$ cat src/design/sme_pkg.sv
// sme_pkg: shared constants, codes and types for the stack machine executor
// depends on nothing; every other design file imports it
`default_nettype none

package sme_pkg;

   // stack geometry
   localparam int WORD_WIDTH  = 32;
   localparam int STACK_DEPTH = 1024;
   localparam int ADDR_W      = $clog2(STACK_DEPTH);
   localparam int COUNT_W     = $clog2(STACK_DEPTH + 1);

   // fixed widths of the transaction fields
   localparam int CMD_W     = 4;
   localparam int OPERAND_W = 32;
   localparam int DEPTH_W   = 11;
   localparam int CHAR_W    = 8;

   // instruction codes
   localparam logic [CMD_W-1:0] CMD_PUSH  = 4'd0;
   localparam logic [CMD_W-1:0] CMD_POP   = 4'd1;
   localparam logic [CMD_W-1:0] CMD_ADD   = 4'd2;
   localparam logic [CMD_W-1:0] CMD_SUB   = 4'd3;
   localparam logic [CMD_W-1:0] CMD_DIV   = 4'd4;
   localparam logic [CMD_W-1:0] CMD_MUL   = 4'd5;
   localparam logic [CMD_W-1:0] CMD_ENTER = 4'd6;
   localparam logic [CMD_W-1:0] CMD_TEST  = 4'd7;
   localparam logic [CMD_W-1:0] CMD_PRINT = 4'd8;
   localparam logic [CMD_W-1:0] CMD_EXIT  = 4'd9;

   typedef enum logic [2:0] {
      STATUS_OK    = 3'd0,
      STATUS_FULL  = 3'd1,
      STATUS_UNDER = 3'd2,
      STATUS_DIVZ  = 3'd3,
      STATUS_HALT  = 3'd4
   } status_type;

   typedef logic signed [WORD_WIDTH-1:0] word_type;

   typedef struct packed {
      logic [CMD_W-1:0]            cmd;
      logic signed [OPERAND_W-1:0] operand;
      logic                        emit_xor;
   } req_type;

   typedef struct packed {
      status_type                  status;
      logic signed [OPERAND_W-1:0] top_value;
      logic [DEPTH_W-1:0]          depth;
      logic                        equal;
      logic [CHAR_W-1:0]           char_out;
      logic                        char_valid;
      logic                        halted_out;
   } rsp_type;

   // datapath selections
   typedef enum logic [1:0] {SRC_OPND, SRC_ALU, SRC_DIV} src_type;
   typedef enum logic [1:0] {CNT_HOLD, CNT_INC, CNT_DEC} cnt_type;
   typedef enum logic [1:0] {ALU_ADD, ALU_SUB, ALU_MUL} alu_type;
   typedef enum logic [2:0] {TOP_KEEP, TOP_OPND, TOP_ALU, TOP_DIV, TOP_BELOW} top_type;

   // what one committed instruction does to the stack and the response
   typedef struct packed {
      status_type status;
      logic       wr_en;
      src_type    wr_src;
      cnt_type    cnt_op;
      alu_type    alu_op;
      top_type    top_sel;
      logic       set_halt;
      logic       test_eq;
      logic       emit_char;
   } act_type;

   // controller to datapath
   typedef struct packed {
      logic    capture;
      logic    div_start;
      logic    commit;
      act_type act;
   } ctrl_cmd_type;

   // datapath to controller
   typedef struct packed {
      logic empty;
      logic lt2;
      logic full;
      logic a_zero;
      logic halted;
      logic div_done;
   } dp_status_type;

endpackage

`default_nettype wire

$ cat src/design/sme_ctrl.sv
// sme_ctrl: instruction sequencer, decodes one transaction and drives the datapath
// depends on sme_pkg
`default_nettype none

module sme_ctrl (
   input  wire                    clock,
   input  wire                    reset,
   input  wire                    req_valid,
   output logic                   req_ready,
   input  sme_pkg::req_type       req_payload,
   output logic                   rsp_valid,
   input  wire                    rsp_ready,
   input  sme_pkg::dp_status_type dp_status,
   output sme_pkg::ctrl_cmd_type  cmd
);
   import sme_pkg::*;

   typedef enum logic [1:0] {S_IDLE, S_EXEC, S_DIV} state_type;

   state_type         state_ff;
   state_type         state_in;
   logic [CMD_W-1:0]  op_ff;
   logic              xor_ff;
   logic              rsp_valid_ff;
   logic              rsp_valid_in;
   logic              slot_free;
   logic              need_div;
   act_type           dec;
   act_type           div_act;

   assign slot_free = !rsp_valid_ff || rsp_ready;
   assign req_ready = (state_ff == S_IDLE);

   // decode against the current stack state
   always_comb begin
      dec         = '0;
      dec.status  = STATUS_OK;
      dec.wr_src  = SRC_OPND;
      dec.cnt_op  = CNT_HOLD;
      dec.alu_op  = ALU_ADD;
      dec.top_sel = TOP_KEEP;
      need_div    = 1'b0;
      if (dp_status.halted) begin
         dec.status = STATUS_HALT;
      end else if (xor_ff) begin
         if (dp_status.lt2) begin
            dec.status = STATUS_UNDER;
         end else begin
            dec.emit_char = 1'b1;
         end
      end else begin
         case (op_ff)
            CMD_PUSH, CMD_ENTER: begin
               if (dp_status.full) begin
                  dec.status = STATUS_FULL;
               end else begin
                  dec.wr_en   = 1'b1;
                  dec.cnt_op  = CNT_INC;
                  dec.top_sel = TOP_OPND;
               end
            end
            CMD_POP: begin
               if (dp_status.empty) begin
                  dec.status = STATUS_UNDER;
               end else begin
                  dec.cnt_op  = CNT_DEC;
                  dec.top_sel = TOP_BELOW;
               end
            end
            CMD_ADD, CMD_SUB, CMD_DIV, CMD_MUL: begin
               if (dp_status.lt2) begin
                  dec.status = STATUS_UNDER;
               end else if (op_ff == CMD_DIV && dp_status.a_zero) begin
                  dec.status = STATUS_DIVZ;
               end else if (dp_status.full) begin
                  dec.status = STATUS_FULL;
               end else if (op_ff == CMD_DIV) begin
                  need_div = 1'b1;
               end else begin
                  dec.wr_en   = 1'b1;
                  dec.wr_src  = SRC_ALU;
                  dec.cnt_op  = CNT_INC;
                  dec.top_sel = TOP_ALU;
                  if (op_ff == CMD_SUB) begin
                     dec.alu_op = ALU_SUB;
                  end else if (op_ff == CMD_MUL) begin
                     dec.alu_op = ALU_MUL;
                  end
               end
            end
            CMD_TEST: begin
               if (dp_status.lt2) begin
                  dec.status = STATUS_UNDER;
               end else begin
                  dec.test_eq = 1'b1;
                  dec.cnt_op  = CNT_DEC;
                  dec.top_sel = TOP_BELOW;
               end
            end
            CMD_PRINT: begin
               if (dp_status.empty) begin
                  dec.status = STATUS_UNDER;
               end
            end
            CMD_EXIT: begin
               dec.set_halt = 1'b1;
            end
            default: begin
            end
         endcase
      end
   end

   // commit of a finished division
   always_comb begin
      div_act         = '0;
      div_act.status  = STATUS_OK;
      div_act.wr_en   = 1'b1;
      div_act.wr_src  = SRC_DIV;
      div_act.cnt_op  = CNT_INC;
      div_act.alu_op  = ALU_ADD;
      div_act.top_sel = TOP_DIV;
   end

   // sequencing and datapath commands
   always_comb begin
      state_in    = state_ff;
      cmd         = '0;
      cmd.act     = dec;
      cmd.capture = req_valid && req_ready;
      case (state_ff)
         S_IDLE: begin
            if (req_valid) begin
               state_in = S_EXEC;
            end
         end
         S_EXEC: begin
            if (need_div) begin
               cmd.div_start = 1'b1;
               state_in      = S_DIV;
            end else if (slot_free) begin
               cmd.commit = 1'b1;
               state_in   = S_IDLE;
            end
         end
         S_DIV: begin
            cmd.act = div_act;
            if (dp_status.div_done && slot_free) begin
               cmd.commit = 1'b1;
               state_in   = S_IDLE;
            end
         end
         default: begin
            state_in = S_IDLE;
         end
      endcase
   end

   assign rsp_valid_in = cmd.commit ? 1'b1 : (rsp_ready ? 1'b0 : rsp_valid_ff);

   // state and registered outputs
   always_ff @(posedge clock) begin
      if (reset) begin
         state_ff     <= S_IDLE;
         rsp_valid_ff <= 1'b0;
      end else begin
         state_ff     <= state_in;
         rsp_valid_ff <= rsp_valid_in;
      end
      if (cmd.capture) begin
         op_ff  <= req_payload.cmd;
         xor_ff <= req_payload.emit_xor;
      end
   end

   assign rsp_valid = rsp_valid_ff;

endmodule

`default_nettype wire

$ cat config.mk
export PLATFORM = sky130hd
export DESIGN_NAME = sme_ctrl
export DESIGN_NICKNAME = d
export VERILOG_FILES = /design/src/design/sme_pkg.sv /design/src/design/sme_ctrl.sv
export SDC_FILE = /design/constraint.sdc
export NUM_CORES = 1
export LEC_CHECK = 0
export ABC_AREA = 1
export BUFFER_PORTS_ARGS = -buffer_cell sky130_fd_sc_hd__buf_2
export CORE_MARGIN = 3
export CORE_UTILIZATION = 34
export CTS_BUF_LIST = sky130_fd_sc_hd__clkbuf_8
export CTS_CLUSTER_DIAMETER = 60
export DETAILED_ROUTE_END_ITERATION = 16
export PLACE_DENSITY = 0.79
export SYNTH_ARGS = -nofsm -noshare
export SYNTH_HDL_FRONTEND = slang
export SYNTH_SLANG_ARGS = --single-unit
$ cat constraint.sdc
create_clock -name clock -period 1.8 [get_ports clock]
set_input_delay 0.54 -clock clock [delete_from_list [all_inputs] [get_ports clock]]
set_output_delay 0.54 -clock clock [all_outputs]
set_load 0.02 [all_outputs]
### Yosys cells after proc, flatten, opt, wreduce, memory -nomap -nowiden

Index checks and enable logic that the tools add are counted.

| word-level totals | value |
|---|---|
| logic and storage cells | 83 |
| output and inout port bits | 21 |
| input bits | 47 |
| register bits after elaboration | 8 |

| operators by class | value |
|---|---|
| eq/ne operators | 14 |
| reductions and logical operators | 12 |
| multiplexer cells | 53 |

Operators by type and width:

| kind | count |
|---|---|
| 2-to-1 mux 10 bit | 4 |
| 2-to-1 mux 2 bit | 14 |
| one-hot mux 3 bit (4 select lines) | 2 |
| 2-to-1 mux 1 bit | 22 |
| == test 4 x 3 -> 1 bit (second input constant) | 4 |
| 2-to-1 mux 16 bit | 1 |
| 2-to-1 mux 13 bit | 1 |
| 2-to-1 mux 12 bit | 1 |
| 2-to-1 mux 3 bit | 4 |
| == test 4 x 2 -> 1 bit (second input constant) | 2 |
| == test 4 bit (second input constant) | 2 |
| one-hot mux 2 bit (4 select lines) | 1 |
| one-hot mux 2 bit (3 select lines) | 1 |
| == test 4 x 1 -> 1 bit (second input constant) | 1 |
| logical NOT 4 bit | 1 |
| != test 2 bit (second input constant) | 2 |
| one-hot mux 1 bit (2 select lines) | 2 |
| OR reduction 2 bit | 2 |
| OR reduction 4 bit | 1 |
| logical AND 1 bit | 3 |
| != test 3 bit (second input constant) | 1 |
| AND reduction 3 bit | 1 |
| == test 2 x 1 -> 1 bit (second input constant) | 1 |
| == test 2 bit (second input constant) | 1 |
| other kinds (4) | 4 |

### Depth between registers and ports, before layout

Gate-level depths: netlist of the first run.

| depth | value |
|---|---|
| depth after elaboration | 11 |
| depth in mapped cells | 11 |

### Worst setup path before layout of the first run

Ideal clock, no wire load.

| timing path | value |
|---|---|
| kind | reg2out |
| from | reg state_ff[0] |
| to | out cmd[2] (netlist name) |
| setup slack | -434 ps |
| required time | 1260 ps |
| arrival time | 1694 ps |
| stages on the path, launching flop included | 8 |
| buffers on the path | 0 |
| cell sequence | dfxtp_1 -> inv_1 -> ha_1 -> nor2_1 -> inv_1 -> nor2_1 -> inv_1 -> nor4_1 |

RTL lines:

| element | line | RTL |
|---|---|---|
| start, declared | sme_ctrl.sv:20 | `state_type state_ff;` |
| start signal, assigned | sme_ctrl.sv:167 | `state_ff <= state_in;` |
| end, declared | sme_ctrl.sv:14 | `output sme_pkg::ctrl_cmd_type cmd` |

==> qor.csv, run 1 <==
metric,value,unit
grt.met3_usage,0.0229,
drive_above_1_share,0.659,
nNetsFinal,224,
clock_latency,230,ps
worstMarginPinSlew,349,ps
crit_chain,"inv_2, nand2_4, inv_4, nand3_1, o21ai_4, nand2_1, o21ai_1, nand3_1, nor2_2, buf_4",
antennaDiodeCount,0,
crit_arrival,1610,ps
dieArea,0.00270,mm²
critical_path_class,flip-flop to output port,
leakage,0.739,nW
die_x,52.0,µm
dieHeight,52.0,µm
netlist_instances,112,
crit_path_end_kind,output port,
setup_viol,15,
fin_crit,2150,ps
cts_tree,built,
synth.net_count,162,
wire_per_inst,12.1,µm
yosys.area.top_type,edfxtp_1,
rows,16,
grt_pass1_vias,895,
met1_usage,0.195,
port_buffers,35,
skew,0.277,ps
layout_commonest_cell,buf_4,
grt_first_pass_wirelength,3620,µm
crit_path_end,cmd[13],
irDropWorstVdd,0.568,mV
reg2reg_depth,12,
gp_congestion,0.854,
hold_slack,484,ps
cts.clk_slew.worst_paths,40,ps
synthTopCellsByArea,"edfxtp_1, nand2_1, inv_1",
r2r-start,op_ff[2],
max_stage_delay,390,ps
rr_endpoint,state_ff[1],
area_delta_synth_final,105,%
coreArea,0.00198,mm²
syn_area_per_cell,6.41,µm²
grt_busiest_layer,met2,
maxCapViolations,0,
hpwlAfterDp,1640,µm
crit_path_start,op_ff[3],
fin_tns_setup,-4200,ps
grt_max_degree,7,
ys_ff_latch,8,
antenna_found_initial,0,
via_per_inst,4.73,
drt_iter0_drc,12,
vias,945,
required,1260,ps
cp_max_fo,4,
drtPass1Iterations,4,
initial_utilization,0.362,
clockRootBuffer,clkbuf_8,
cts_max_path_buffers,2,
fmax,465,MHz
ant_nets,0,
globalRoute.totalOverflow,0,
synth_cell_types,21,
outcome,finished with violations,
yosysWarnings,0,
r2r_slack,200,ps
htree_levels,1,
grt_usage,0.178,
start_kind,flip-flop,
report.final.slew_viol_count,0,
finalCritPeriodShare,1.19,
power_density,473,mW/mm²
cts_made_buffers,3,
cts.sinks,8,
yosys.area.top_type_share,0.209,
slew_headroom,0.765,
synth-seq-area-share,0.293,
final_cell_mix,"buf_4, buf_2, buf_6",
crit_path_frequent_cell,nand3_1,
violations,negative setup slack,
met2_usage,0.322,
hp-class,primary input to flip-flop,
slowest_stage,edfxtp_1,
pin_count,68,
hold_viol,0,
remaining_drc_errors,0,
wl,2410,µm
netlist_area,718,µm²
setup_slack,-351,ps
rsz0062_at_grt,true,
## through the flow
stage / utilization / cell area, µm² / total power [mW] / worst slack, ps / cells
after global placement: 0.553 / 1100 / 0.390 / -279 / 188
final: 0.741 / 1470 / 0.694 / -351 / 200
after floorplan: - / 786 / 0.323 / -86.8 / 112
after CTS: 0.661 / 1310 / 0.655 / -312 / 196
after global routing: 0.741 / 1470 / 0.734 / -437 / 200
after detailed placement: 0.553 / 1100 / 0.398 / -300 / 188
## metal layers
metal	vias up	wire length, µm
met1	433	892
met2	35	1300
met4	0	85
li1	469	-
met3	8	128
met5	-	0
## worst min path at each step
stage                     cells after the start       startpoint  slack [ps]           to
after global routing                          1  req_payload[35]         480     op_ff[2]
after CTS                                     1  req_payload[35]         480     op_ff[2]
after floorplan                               2      state_ff[0]         450  state_ff[0]
final                                         1  req_payload[35]         480     op_ff[2]
after global placement                        2        rsp_valid         540    rsp_valid
after detailed placement                      2        rsp_valid         580    rsp_valid
## area by class of cell
class	count	area [µm²]
repair buffers	59	478
fillers	142	513
well taps	27	33.8
clock inverters	1	3.75
clock buffers	3	41.3
flip-flops and latches	8	213
multi-input cells	79	611
inverters	23	88.8
## sequential cells by signal (all words and copies together) (netlist names)
| name | cells |
|---|---|
| state_ff | 2 |
| rsp_valid | 1 |
| op_ff | 4 |
| xor_ff | 1 |
## synth_stat cells
master,n
ha_1,3
nor4_1,1
edfxtp_1,5
nor2_1,13
nand4_1,1
a21oi_1,6
buf_4,2
nand3b_1,1
dfxtp_1,3
inv_1,22
nand2_4,1
a21oi_2,1
nand2_1,25
nor2_2,2
o21ai_0,3
nand3_1,12
nand2_2,4
or2_2,1
inv_2,1
nor2_4,2
nor3_1,3
## cells by family (layout without fill, tap and decap cells)
family,after synthesis,count (layout),share of synthesized area
AND/OR/NAND/NOR,66,66,0.439
buffers and inverters,25,86,0.141
AO/OA/AOI/OAI,10,10,0.0749
flip-flops,8,8,0.293
adder cells (fa/ha/maj),3,3,0.0523
## power breakdown
part	switching (mW)	internal, mW
registers	0.0109	0.210
clock network	0.0719	0.148
logic	0.139	0.115
total	0.222	0.473
## worst max-delay path: cells and delay by family (launching register included)
kind	cells	cell delay, ps
compound gates	2	190
simple gates	5	460
flops	1	390
buf+inv	3	330
## what timing repair did
item                       in CTS  in global routing
hold buffers                    0                  0
gates cloned                    0                  0
setup buffers                   4                  4
resized for setup              48                 31
setup endpoints to repair      17                 17
pin swaps                      10                 17
(Power assumes the default switching activity.)
==> run 2: changes to the inputs <==
--- a/config.mk
+++ b/config.mk
@@ -13,6 +13,8 @@
 export CTS_CLUSTER_DIAMETER = 60
 export DETAILED_ROUTE_END_ITERATION = 16
 export PLACE_DENSITY = 0.79
+export REMOVE_ABC_BUFFERS = 1
+export SLEW_MARGIN = 5
 export SYNTH_ARGS = -nofsm -noshare
 export SYNTH_HDL_FRONTEND = slang
 export SYNTH_SLANG_ARGS = --single-unit
==> run 2 against run 1 <==
- the run still ends with negative setup slack left
- via count grew 4.2%
- sequential share of layout area down 0.18 points
- combinational power is 7% higher
==> qor.csv, run 2 (same netlist as run 1, synthesis figures left out) <==
metric,value,unit,change
outcome,finished with violations,,unchanged
violations,negative setup slack,,unchanged
skew,2.37,ps,was 0.277 ps
crit_path_end_kind,output port,,unchanged
worst-path-stages,6,,was 10
largest_reg_flops,4,,unchanged
die_x,52.0,µm,unchanged
r2r_slack,170,ps,was 200 ps
cts_made_buffers,3,,unchanged
layout_commonest_cell,buf_4,,unchanged
r2r-start,state_ff[0],,was op_ff[2]
grt.met3_usage,0.0229,,unchanged
remaining_drc_errors,0,,unchanged
p_total,0.722,mW,was 0.694 mW
cts_tree,built,,unchanged
fmax,466,MHz,was 465 MHz
wl,2740,µm,was 2410 µm
nNetsFinal,230,,was 224
dieArea,0.00270,mm²,unchanged
grt_usage,0.186,,was 0.178
hpwlAfterDp,1660,µm,was 1640 µm
drive_above_1_share,0.665,,was 0.659
drtPass1Iterations,6,,was 4
final_cell_mix,"buf_4, nand2_1, buf_2",,"was buf_4, buf_2, buf_6"
crit_path_end,cmd[5],,was cmd[13]
rsz0062_at_grt,true,,unchanged
required,1260,ps,about the same
irDropWorstVdd,0.458,mV,was 0.568 mV
worstPathBufferInverterCount,3,,unchanged
detailed_place.area,0.00103,mm²,was 0.00110 mm²
reg_top3,"op_ff (4), state_ff (2)",,unchanged
cts.clk_slew.worst_paths,40,ps,about the same
clock_latency,230,ps,about the same
setup_slack,-345,ps,was -351 ps
power_density,485,mW/mm²,was 473 mW/mm²
crit_arrival,1610,ps,about the same
rr_endpoint,state_ff[1],,unchanged
grt_first_pass_wirelength,3790,µm,was 3620 µm
slowest_stage,edfxtp_1,,unchanged
crit_path_start,op_ff[1],,was op_ff[3]
met1_usage,0.206,,was 0.195
hold_viol,0,,unchanged
reg2reg_depth,10,,was 12
area_delta_synth_final,107,%,was 105%
report.final.slew_viol_count,0,,unchanged
cts_max_path_buffers,2,,unchanged
cp_max_fo,5,,was 4
ant_nets,0,,unchanged
met2_usage,0.347,,was 0.322
grt_max_degree,7,,unchanged
antenna_found_initial,0,,unchanged
start_kind,flip-flop,,unchanged
leakage,0.751,nW,was 0.739 nW
cts.sinks,8,,unchanged
fin_cells,206,,was 200
setup_viol,16,,was 15
hold_slack,481,ps,was 484 ps
hp-class,primary input to flip-flop,,unchanged
final_core_util,0.751,,was 0.741
final_area,0.00149,mm²,was 0.00147 mm²
critical_path_class,flip-flop to output port,,unchanged
dieHeight,52.0,µm,unchanged
crit_chain,"buf_6, inv_2, nor3_2, nand2_1, a21oi_4, buf_6",,"was inv_2, nand2_4, inv_4, nand3_1, o21ai_4, nand2_1, o21ai_1, nand3_1, nor2_2, buf_4"
vias,985,,was 945
slew_headroom,0.818,,was 0.765
initial_utilization,0.362,,unchanged
htree_levels,1,,unchanged
crit_path_frequent_cell,buf_6,,was nand3_1
grt_busiest_layer,met2,,unchanged
rows,16,,unchanged
antennaDiodeCount,0,,unchanged
crit_family,simple AND/OR/NAND/NOR gates,,unchanged
fin_crit,2150,ps,about the same
dp.cells,188,,unchanged
max_stage_delay,400,ps,was 390 ps
top_register,op_ff,,unchanged
pin_count,68,,unchanged
finalCritPeriodShare,1.19,,about the same
gp_congestion,0.847,,was 0.854
worstMarginPinSlew,273,ps,was 349 ps
via_per_inst,4.78,,was 4.73
clockRootBuffer,clkbuf_8,,unchanged
drt_iter0_drc,15,,was 12
hold_path_depth,1,,unchanged
maxCapViolations,0,,unchanged
globalRoute.totalOverflow,0,,unchanged
coreArea,0.00198,mm²,unchanged
wire_per_inst,13.3,µm,was 12.1 µm
grt_pass1_vias,953,,was 895
port_buffers,35,,unchanged
==> run 2: worst min-delay path by stage <==
stage	from	end	slack, ps
finish	req_payload[34]	op_ff[1]	480
global route	req_payload[36]	op_ff[3]	480
CTS	req_payload[34]	op_ff[1]	480
detailed placement	rsp_valid	rsp_valid	560
global placement	rsp_valid	rsp_valid	540
floorplan	state_ff[0]	state_ff[0]	450
==> run 2: metal layers <==
layer | wire (µm) | vias up
li1 | - | 484
met4 | 76 | 0
met5 | 0 | -
met1 | 1020 | 438
met2 | 1490 | 54
met3 | 159 | 9
==> run 2: worst reg2reg max path: cells and delay by family, from the launching register on <==
| family | cells | cell delay, ps |
|---|---|---|
| flip-flops | 1 | 330 |
| AND/OR/NAND/NOR | 2 | 230 |
| AO/OA/AOI/OAI | 3 | 340 |
| adder cells (fa/ha/maj) | 1 | 160 |
| buffers and inverters | 4 | 460 |
==> run 2: power by group <==
| part | leakage [nW] | internal [mW] | switching (mW) | total, mW |
|---|---|---|---|---|
| Sequential | 0.0732 | 0.210 | 0.0104 | 0.220 |
| Combinational | 0.651 | 0.125 | 0.147 | 0.272 |
| Clock | 0.0269 | 0.149 | 0.0814 | 0.230 |
==> run 2: per-stage QoR <==
step,setup WS (ps),setup TNS (ps)
after floorplan,-434,-2120
after detailed placement,-302,-2250
after CTS,-310,-3870
final,-345,-4100
after global placement,-285,-1820
after global routing,-453,-5540
==> run 2: cell type report <==
type / count / area, µm²
multi-input cells: 79 / 603
flip-flops and latches: 8 / 213
fillers: 133 / 494
clock inverters: 1 / 3.75
clock buffers: 3 / 41.3
repair buffers: 65 / 500
well taps: 27 / 33.8
inverters: 23 / 92.6
==> run 2: what timing repair did <==
| action | 4_1_cts | 5_1_grt |
|---|---|---|
| pin swaps | 12 | 20 |
| cloned | 0 | 0 |
| endpoints found under the setup margin | 17 | 17 |
| buffers inserted | 7 | 9 |
| hold buffers | 0 | 0 |
| gates resized for setup | 47 | 46 |
==> run 3: changes to the inputs <==
--- a/config.mk
+++ b/config.mk
@@ -14,6 +14,7 @@
 export DETAILED_ROUTE_END_ITERATION = 16
 export PLACE_DENSITY = 0.79
 export REMOVE_ABC_BUFFERS = 1
+export SKIP_CTS_REPAIR_TIMING = 1
 export SLEW_MARGIN = 5
 export SYNTH_ARGS = -nofsm -noshare
 export SYNTH_HDL_FRONTEND = slang
==> run 3 against run 2 <==
- the run still ends with negative setup slack left
- routed wire length fell by 14%
- sequential share of layout area rose by 1.7 points
- critical path type unchanged
- worst hold slack improved by 1.3 ps
- design area fell by 11%
- non-clock buffer count fell by 9
==> qor.csv, run 3 (same netlist as run 1, synthesis figures left out) <==
metric,value,unit,change
outcome,finished with violations,,unchanged
violations,negative setup slack,,unchanged
clock_power_share,0.339,,was 0.318
max_stage_delay,330,ps,was 400 ps
setup_slack,-413,ps,was -345 ps
report.final.slew_viol_count,0,,unchanged
sw_frac_of_total,0.320,,was 0.331
reg2reg_depth,9,,was 10
clock_latency,230,ps,about the same
final_core_util,0.667,,was 0.751
pin_count,68,,unchanged
dieArea,0.00270,mm²,unchanged
skew,2.11,ps,was 2.37 ps
final_cell_mix,"buf_4, nand2_1, buf_2",,unchanged
clockRootBuffer,clkbuf_8,,unchanged
start_kind,flip-flop,,unchanged
ant_nets,0,,unchanged
rr_endpoint,state_ff[1],,unchanged
r2r_slack,250,ps,was 170 ps
layout_commonest_cell,buf_4,,unchanged
gp_congestion,0.847,,unchanged
initial_utilization,0.362,,unchanged
hold_viol,0,,unchanged
drtPass1Iterations,4,,was 6
htree_levels,1,,unchanged
crit_arrival,1670,ps,was 1610 ps
slowest_stage,dfxtp_2,,was edfxtp_1
drive_above_1_share,0.588,,was 0.665
fin_tns_setup,-4400,ps,was -4100 ps
top_register,op_ff,,unchanged
p_comb_frac,0.337,,was 0.377
fin_crit,2210,ps,was 2150 ps
p_switching,0.216,mW,was 0.239 mW
r2r-start,state_ff[0],,unchanged
port_buffers,35,,unchanged
vias,912,,was 985
remaining_drc_errors,0,,unchanged
hp-class,primary input to flip-flop,,unchanged
p_int,0.458,mW,was 0.483 mW
cts.clk_slew.worst_paths,40,ps,about the same
largest_reg_flops,4,,unchanged
rsz0062_at_grt,true,,unchanged
fmax,452,MHz,was 466 MHz
rows,16,,unchanged
cts.sinks,8,,unchanged
drt_iter0_drc,17,,was 15
setup_viol,15,,was 16
pwr-share-seq,0.324,,was 0.305
irDropWorstVdd,0.451,mV,was 0.458 mV
finalCritPeriodShare,1.23,,was 1.19
grt_first_pass_wirelength,3330,µm,was 3790 µm
hold_path_depth,1,,unchanged
cp_max_fo,3,,was 5
cts_made_buffers,3,,unchanged
wl,2370,µm,was 2740 µm
reg_top3,"op_ff (4), state_ff (2)",,unchanged
hpwlAfterDp,1660,µm,unchanged
crit_path_frequent_cell,inv_2,,was buf_6
dp_slack,-302,ps,unchanged
power_density,510,mW/mm²,was 485 mW/mm²
cts_tree,built,,unchanged
worstHoldStart,req_payload[34],,unchanged
antennaDiodeCount,0,,unchanged
worstMarginPinSlew,420,ps,was 273 ps
grt_max_degree,7,,unchanged
cts_max_path_buffers,2,,unchanged
coreArea,0.00198,mm²,unchanged
required,1260,ps,about the same
die_x,52.0,µm,unchanged
grt_usage,0.161,,was 0.186
wire_per_inst,12.0,µm,was 13.3 µm
dieHeight,52.0,µm,unchanged
critical_path_class,flip-flop to output port,,unchanged
leakage,0.679,nW,was 0.751 nW
antenna_found_initial,0,,unchanged
maxCapViolations,0,,unchanged
area_delta_synth_final,84.0,%,was 107%
min_to,op_ff[1],,unchanged
crit_chain,"inv_2, ha_4, nor2_4, inv_2, nor2_2, inv_2, nor3_2, nand3_1, nor2_1, buf_4",,"was buf_6, inv_2, nor3_2, nand2_1, a21oi_4, buf_6"
crit_path_end_kind,output port,,unchanged
nNetsFinal,221,,was 230
grt_pass1_vias,850,,was 953
globalRoute.totalOverflow,0,,unchanged
via_per_inst,4.63,,was 4.78
slew_headroom,0.718,,was 0.818
==> run 3: critical path: cells and delay by family, from the launching register on <==
| kind | cells | cell delay, ps |
|---|---|---|
| buffers and inverters | 4 | 310 |
| flip-flops | 1 | 330 |
| AND/OR/NAND/NOR | 5 | 640 |
| adder cells (fa/ha/maj) | 1 | 160 |
==> run 3: worst max path at each step <==
stage	startpoint	to	slack, ps	cells past startpoint
finish	state_ff[0]	cmd[7]	-410	10
CTS	state_ff[0]	cmd[7]	-460	10
global route	op_ff[3]	cmd[14]	-530	11
floorplan	state_ff[0]	cmd[2]	-430	7
global placement	dp_status[1]	cmd[6]	-280	9
detailed placement	dp_status[1]	cmd[7]	-300	9
==> run 3: power by group through the flow <==
stage                     registers [mW]  logic (mW)  clock network [mW]
after floorplan                    0.221      0.0907                   0
after global placement             0.219       0.163                   0
after detailed placement           0.220       0.169                   0
after CTS                          0.216       0.171               0.231
after global routing               0.219       0.246               0.241
final                              0.218       0.227               0.228
==> run 3: through the flow <==
stage	std cells	hold WS, ps	total power, mW	instance area (µm²)
6_report	197	482	0.674	1320
2_1_floorplan	110	450	0.312	703
5_1_grt	197	478	0.706	1320
4_1_cts	192	479	0.619	1080
3_5_place_dp	188	563	0.389	1030
3_3_place_gp	188	541	0.382	1030
==> run 3: cell type report <==
type | count | area, µm²
Multi-Input combinational cell | 79 | 534
Inverter | 23 | 88.8
Timing Repair Buffer | 56 | 408
Clock inverter | 1 | 3.75
Fill cell | 158 | 661
Tap cell | 27 | 33.8
Sequential cell | 8 | 211
Clock buffer | 3 | 41.3
==> run 3: per-layer routing <==
metal  vias up  wire length (µm)  global-route usage
li1        469                 -                   -
met1       399               942               0.192
met2        41              1250               0.287
met3         3               142              0.0172
met4         0                32              0.0699
met5         -                 0                   0
